### src/rtl/ddpq_pkg.sv
// ----------------------------------------------------------------------------
// ddpq_pkg
// Shared types and sizes for the deduplicating dirty-point queue.
// ----------------------------------------------------------------------------
package ddpq_pkg;

    localparam int LIST_DEPTH = 64;
    localparam int CANVAS_W   = 512;
    localparam int CANVAS_H   = 512;

    localparam int COORD_W = 9;
    localparam int FILL_W  = 7;
    localparam int IDX_W   = $clog2(LIST_DEPTH);
    localparam int CNT_W   = $clog2(LIST_DEPTH + 1);
    localparam int PT_W    = 2 * COORD_W;

    localparam logic KIND_MARK  = 1'b0;
    localparam logic KIND_FETCH = 1'b1;

    typedef struct packed {
        logic               kind;
        logic [COORD_W-1:0] x_coord;
        logic [COORD_W-1:0] y_coord;
    } t_req;

    typedef struct packed {
        logic               found;
        logic               added;
        logic [COORD_W-1:0] out_x;
        logic [COORD_W-1:0] out_y;
        logic [FILL_W-1:0]  fill_count;
    } t_rsp;

    typedef struct packed {
        logic               valid;
        logic [COORD_W-1:0] x;
        logic [COORD_W-1:0] y;
    } t_entry;

    // Control from the sequencer to the cell chain
    typedef struct packed {
        logic shift;
        logic clear;
    } t_chain_ctl;

endpackage

### src/rtl/ddpq_ram.sv
// ----------------------------------------------------------------------------
// ddpq_ram
// Generic single-write, single-read RAM with registered read data.
// ----------------------------------------------------------------------------
module ddpq_ram #(
    parameter int WIDTH = 18,
    parameter int DEPTH = 64
) (
    input  logic                     i_clk,
    input  logic                     i_we,
    input  logic [$clog2(DEPTH)-1:0] i_waddr,
    input  logic [WIDTH-1:0]         i_wdata,
    input  logic [$clog2(DEPTH)-1:0] i_raddr,
    output logic [WIDTH-1:0]         o_rdata
);

    logic [WIDTH-1:0] r_mem [DEPTH];
    logic [WIDTH-1:0] r_rdata;

    always_ff @(posedge i_clk) begin
        if (i_we) begin
            r_mem[i_waddr] <= i_wdata;
        end
        r_rdata <= r_mem[i_raddr];
    end

    assign o_rdata = r_rdata;

endmodule

### src/rtl/ddpq_cell.sv
// ----------------------------------------------------------------------------
// ddpq_cell
// One list entry: takes its neighbor's entry on append, compares the probe.
// ----------------------------------------------------------------------------
module ddpq_cell
    import ddpq_pkg::*;
(
    input  logic               i_clk,
    input  logic               i_rst_n,
    input  t_chain_ctl         i_ctl,
    input  t_entry             i_prev,
    input  logic [COORD_W-1:0] i_probe_x,
    input  logic [COORD_W-1:0] i_probe_y,
    output t_entry             o_entry,
    output logic               o_match
);

    logic               r_valid;
    logic [COORD_W-1:0] r_x;
    logic [COORD_W-1:0] r_y;

    always_ff @(posedge i_clk) begin
        if (!i_rst_n || i_ctl.clear) begin
            r_valid <= 1'b0;
        end else if (i_ctl.shift) begin
            r_valid <= i_prev.valid;
        end
    end

    always_ff @(posedge i_clk) begin
        if (i_ctl.shift) begin
            r_x <= i_prev.x;
            r_y <= i_prev.y;
        end
    end

    assign o_entry = '{valid: r_valid, x: r_x, y: r_y};
    assign o_match = r_valid && (r_x == i_probe_x) && (r_y == i_probe_y);

endmodule

### src/rtl/ddpq_chain.sv
// ----------------------------------------------------------------------------
// ddpq_chain
// Row of entry cells; a new point enters at the head and the row shifts.
// ----------------------------------------------------------------------------
module ddpq_chain
    import ddpq_pkg::*;
(
    input  logic               i_clk,
    input  logic               i_rst_n,
    input  t_chain_ctl         i_ctl,
    input  logic [COORD_W-1:0] i_probe_x,
    input  logic [COORD_W-1:0] i_probe_y,
    output logic               o_hit
);

    t_entry                  w_ent [LIST_DEPTH+1];
    logic [LIST_DEPTH-1:0]   w_match;

    // Head of the chain is the probe point itself
    assign w_ent[0] = '{valid: 1'b1, x: i_probe_x, y: i_probe_y};

    for (genvar k = 0; k < LIST_DEPTH; k++) begin : g_cell
        ddpq_cell u_cell (
            .i_clk     (i_clk),
            .i_rst_n   (i_rst_n),
            .i_ctl     (i_ctl),
            .i_prev    (w_ent[k]),
            .i_probe_x (i_probe_x),
            .i_probe_y (i_probe_y),
            .o_entry   (w_ent[k+1]),
            .o_match   (w_match[k])
        );
    end

    assign o_hit = |w_match;

endmodule

### src/rtl/dedup_dirty_point_queue_top.sv
// ----------------------------------------------------------------------------
// dedup_dirty_point_queue_top
// Deduplicating queue of dirty canvas points.
// ----------------------------------------------------------------------------
// Usage:
//   Raise start with a request on i_req while busy is low; the request is
//   taken at that edge. A mark request (kind 0) appends its point unless it
//   is off the canvas, already listed (fetched entries included) or the
//   list is full. A fetch request (kind 1) returns the oldest unfetched
//   point; when none is left it reports not-found and empties the list.
//   Exactly one response per request appears on o_rsp for one cycle with
//   o_strobe high, registered after the execute state. The receiver cannot
//   stall; the response must be taken in that cycle.
//   busy is high in the execute state that follows acceptance, so no request is taken
//   while the previous one executes; a new request may be accepted in the same
//   cycle the previous response shows. The execute cycle is set by the
//   parallel compare across the cell row and the registered store read.
//   Reset (synchronous, active low) empties the list; no clearing pass.
// ----------------------------------------------------------------------------
module dedup_dirty_point_queue_top
    import ddpq_pkg::*;
(
    input  logic i_clk,
    input  logic i_rst_n,
    input  logic start,
    input  t_req i_req,
    output logic busy,
    output logic o_strobe,
    output t_rsp o_rsp
);

    typedef enum logic [1:0] {
        S_IDLE = 2'b01,
        S_EXEC = 2'b10
    } t_state;

    t_state           r_state, n_state;
    t_req             r_req;
    logic [CNT_W-1:0] r_count, n_count;
    logic [CNT_W-1:0] r_rd_idx, n_rd_idx;
    logic             r_strobe, n_strobe;
    t_rsp             r_rsp, n_rsp;

    t_chain_ctl       w_ctl;
    logic             w_hit;
    logic             w_on_canvas;
    logic             w_add;
    logic             w_found;
    logic [PT_W-1:0]  w_rdata;

    ddpq_chain u_chain (
        .i_clk     (i_clk),
        .i_rst_n   (i_rst_n),
        .i_ctl     (w_ctl),
        .i_probe_x (r_req.x_coord),
        .i_probe_y (r_req.y_coord),
        .o_hit     (w_hit)
    );

    ddpq_ram #(
        .WIDTH (PT_W),
        .DEPTH (LIST_DEPTH)
    ) u_store (
        .i_clk   (i_clk),
        .i_we    (w_add),
        .i_waddr (r_count[IDX_W-1:0]),
        .i_wdata ({r_req.x_coord, r_req.y_coord}),
        .i_raddr (r_rd_idx[IDX_W-1:0]),
        .o_rdata (w_rdata)
    );

    assign w_on_canvas = (32'(r_req.x_coord) < CANVAS_W) && (32'(r_req.y_coord) < CANVAS_H);
    assign w_add   = (r_state == S_EXEC) && (r_req.kind == KIND_MARK) && w_on_canvas
                     && !w_hit && (r_count < CNT_W'(LIST_DEPTH));
    assign w_found = r_rd_idx < r_count;

    always_comb begin
        n_state   = r_state;
        n_count   = r_count;
        n_rd_idx  = r_rd_idx;
        n_strobe  = 1'b0;
        n_rsp     = r_rsp;
        w_ctl     = '{shift: 1'b0, clear: 1'b0};
        case (r_state)
            S_IDLE: begin
                if (start) begin
                    n_state = S_EXEC;
                end
            end
            S_EXEC: begin
                n_state  = S_IDLE;
                n_strobe = 1'b1;
                n_rsp    = '0;
                if (r_req.kind == KIND_MARK) begin
                    if (w_add) begin
                        w_ctl.shift = 1'b1;
                        n_count     = r_count + 1'b1;
                        n_rsp.added = 1'b1;
                    end
                end else if (w_found) begin
                    n_rd_idx    = r_rd_idx + 1'b1;
                    n_rsp.found = 1'b1;
                    n_rsp.out_x = w_rdata[PT_W-1 -: COORD_W];
                    n_rsp.out_y = w_rdata[COORD_W-1:0];
                end else begin
                    // Exhausted: drop the whole list
                    w_ctl.clear = 1'b1;
                    n_count     = '0;
                    n_rd_idx    = '0;
                end
                n_rsp.fill_count = FILL_W'(n_count);
            end
            default: begin
                n_state = S_IDLE;
            end
        endcase
    end

    always_ff @(posedge i_clk) begin
        if (!i_rst_n) begin
            r_state  <= S_IDLE;
            r_count  <= '0;
            r_rd_idx <= '0;
            r_strobe <= 1'b0;
        end else begin
            r_state  <= n_state;
            r_count  <= n_count;
            r_rd_idx <= n_rd_idx;
            r_strobe <= n_strobe;
        end
    end

    always_ff @(posedge i_clk) begin
        if (r_state == S_IDLE && start) begin
            r_req <= i_req;
        end
        r_rsp <= n_rsp;
    end

    assign busy     = (r_state == S_EXEC);
    assign o_strobe = r_strobe;
    assign o_rsp    = r_rsp;

endmodule

### config.mk
export PLATFORM = sky130hd
export DESIGN_NAME = dedup_dirty_point_queue_top
export DESIGN_NICKNAME = d
export VERILOG_FILES = /design/src/rtl/ddpq_pkg.sv /design/src/rtl/ddpq_ram.sv /design/src/rtl/ddpq_cell.sv /design/src/rtl/ddpq_chain.sv /design/src/rtl/dedup_dirty_point_queue_top.sv
export SDC_FILE = /design/constraint.sdc
export NUM_CORES = 2
export LEC_CHECK = 0
export CAP_MARGIN = 0
export CORE_ASPECT_RATIO = 0.5
export CORE_MARGIN = 2
export CORE_UTILIZATION = 52
export CTS_CLUSTER_DIAMETER = 150
export CTS_CLUSTER_SIZE = 16
export DETAILED_ROUTE_END_ITERATION = 6
export DONT_BUFFER_PORTS = 1
export GPL_TIMING_DRIVEN = 0
export MAX_ROUTING_LAYER = met4
export PLACE_DENSITY = 0.67
export SLEW_MARGIN = 20
export SYNTH_ARGS = -nofsm -noshare
export SYNTH_HDL_FRONTEND = slang
export SYNTH_SLANG_ARGS = --single-unit
### constraint.sdc
create_clock -name i_clk -period 34 [get_ports i_clk]
set_clock_uncertainty 0.2 [all_clocks]
set_input_delay 6.8 -clock i_clk [delete_from_list [all_inputs] [get_ports i_clk]]
set_output_delay 6.8 -clock i_clk [all_outputs]
set_load 0.02 [all_outputs]
==> impl_metrics.ini <==
[yosys]
synth.cell_area_um2 = 97500
synth_top_family_by_area = XOR/XNOR gates
async_flop_share_pct = 0
synth-simple-area-share_pct = 3.49
synth_edf_count = 2350
ys_ff_latch = 2449
syn_inst = 4981
ys_types = 43
synth_compound_area_share_pct = 0.393
ys.flop_type = edfxtp_1
avgSynthCellArea_um2 = 19.6
synthAdderAreaFrac_pct = 0.103
synth.yosys.warnings = 0
synthMuxAreaShare_pct = 9.38
synthesis.nets = 5011
yosysSeqAreaShare_pct = 74.4
synth_xor_area_share_pct = 10.4

[clocking]
post-cts-setup-buffer-count = 0
path_clk_slew_ns = 0.07
clk_path_buf_depth = 4
cts_tree = done
cts_resized = 0
cts_num_sinks = 2449
cts_buffers = 179
htree_levels = 4
ctsRootBufferMaster = clkbuf_16
ctsHoldBuffers = 0
clk_latency_ns = 0.88

[detailed_routing]
dr.pass1.iters = 7
drt-wirelength-per-cell_um = 37.1
detail-route-antenna-nets = 0
first_iter_violations = 9079
drc = 0
routed_via_density = 6.45
routed_wl_mm = 295
via_count = 51212

[cells_and_area]
n_fill_cell = 13647
final_common_cell = edfxtp_1
area_growth_pct = 10.9
layout_common_cells = edfxtp_1, xnor2_1, mux4_2, nand4_1, xor2_1
finish.net_count = 5357
finalInstanceArea_um2 = 108000
drive_gt1_share_pct = 17.5

[worst_setup_path]
crit_slowest_cell = nor4_1
crit_family = buffers and inverters
crit_arrival_ns = 9.91
crit_fanout = 112
crit_path_cell_trace = buf_8, buf_16, buf_4, buf_4, buf_4, xnor2_1, nand4_1, nor4_1, a22oi_1, nand4_1, nor2_1, nand3_1, clkbuf_1, buf_2, clkbuf_2, inv_8, buf_16, buf_16, buf_16, buf_16
endpoint_kind = register
criticalPathCategory = reg -> reg
worstPathBufferInverterCount = 13
crit_top_cell = buf_16
startpoint_type = register
cp_data_required_time_ns = 34.23
slowest_delay_ns = 0.92

[sta]
relSlewSlack_pct = 9.02
final_hold_viol_count = 0
period_share_pct = 28.5
fmax_mhz = 103
rsz0062_at_grt = no
period_needed_ns = 9.68
setup-tns-final_ns = 0
setup_violations = 0
tightest_slew_ns = 1.35
slew_viol_final = 0

[pwr]
p_sw_share_pct = 22.0
combPwrFrac_pct = 5.2
clkPwrFrac_pct = 35.8
p_sw_w = 0.00123
power_per_cell_area_nw_per_um2 = 51.9
pwr-share-seq_pct = 59.0
p_leak_nw = 31.6
vdd.ir_drop.worst_mv = 0.0452
p_int_w = 0.00437

[job]
drv_cap = 0

[status]
status = finished, final reports clean

[floorplanning]
start_util_pct = 52.3
die_h_um = 310
die-area_um2 = 191000
io_pins = 51
rows = 112
die_w_um = 616
core_um2 = 186000

[min_path]
holdCritPathClass = reg -> reg

[global_route]
grt_pass1_vias = 49246
grt_use_total_pct = 31.8
grt_pass1_wl_mm = 399
grt_max_degree = 120
antenna_found_initial = 6
grt_overflow = 0

[place]
post-dp-hpwl_mm = 201
io_buffers = 0
placed_area_um2 = 103000
place_congestion = 1.01
==> synth_stat cells, drive strengths merged (30+ instances only) <==
| master | count | area (um^2) |
|---|---|---|
| dfxtp | 99 | 1980 |
| nor4 | 69 | 438 |
| buf | 163 | 1370 |
| xnor2 | 972 | 8510 |
| nand4 | 267 | 1670 |
| clkbuf | 83 | 315 |
| nor3 | 85 | 425 |
| edfxtp | 2350 | 70600 |
| a22oi | 30 | 225 |
| mux4 | 378 | 8510 |
| mux2i | 63 | 631 |
| nor2 | 114 | 428 |
| xor2 | 186 | 1630 |
==> power by group through the flow <==
| stage | sequential (W) | clock, W | combinational, W |
|---|---|---|---|
| after floorplan | 0.00340 | 0 | 0.000140 |
| after global placement | 0.00342 | 0 | 0.000242 |
| after detailed placement | 0.00338 | 0 | 0.000285 |
| after CTS | 0.00331 | 0.00201 | 0.000286 |
| after global routing | 0.00331 | 0.00212 | 0.000296 |
| final | 0.00331 | 0.00201 | 0.000294 |
==> worst paths after layout <==
kind | from | endpoint | slack, ns | cells after the start
max | r_req[4] | u_chain.g_cell[57].u_cell.r_x[2] | 24.32 | 20
min | u_chain.g_cell[0].u_cell.r_x[5] | u_chain.g_cell[1].u_cell.r_x[5] | 0.23 | 0
max reg2reg | r_req[4] | u_chain.g_cell[57].u_cell.r_x[2] | 24.32 | 20
min reg2reg | u_chain.g_cell[0].u_cell.r_x[5] | u_chain.g_cell[1].u_cell.r_x[5] | 0.23 | 0
==> layout make-up <==
class,instances,area (um^2),share of cell area [%]
inverter,14,60.1,0.0556
tap,2508,3140,2.90
buffer,246,1690,1.56
sequential,2449,72500,67.1
clock buffer,270,4880,4.52
clock inverter,4,78.8,0.0729
antenna,9,22.5,0.0208
timing repair buffer,165,2190,2.02
multi-input combinational,2272,23500,21.7
==> through the flow <==
stage / power [W] / std cells / hold WS, ns / util, % / setup slack (ns)
after floorplan: 0.00354 / 4981 / 0.235 / - / 6.87
after global placement: 0.00367 / 7489 / 0.243 / 54.0 / -5.72
after detailed placement: 0.00366 / 7653 / 0.255 / 55.3 / 24.96
after CTS: 0.00561 / 7927 / 0.224 / 58.0 / 24.71
after global routing: 0.00572 / 7932 / 0.232 / 58.0 / 24.49
final: 0.00561 / 7937 / 0.232 / 58.0 / 24.32
==> cell families after synthesis <==
group	after synthesis
adder cells (fa/ha/maj)	8
buffers and inverters	260
multiplexers	441
AO/OA/AOI/OAI	53
flip-flops	2449
XOR/XNOR	1158
AND/OR/NAND/NOR	612
==> sequential cells by signal, indices dropped and copies added (netlist names) <==
register,cells
o_strobe,1
u_store.r_mem,1152
r_req,19
u_chain.g_cell.u_cell.r_y,576
o_rsp,27
u_chain.g_cell.u_cell.r_valid,64
u_store.o_rdata,18
u_chain.g_cell.u_cell.r_x,576
r_state,2
r_count,7
r_rd_idx,7
==> metal layers <==
metal  up-vias  wire, um  GRT usage (%)
met5         -         0              -
met4         0     17500           15.6
met3       747     33100           6.60
met2      3587    134000           47.8
met1     26739    110000           41.8
li1      20139         -              -
Power figures use the tool's default switching activity.
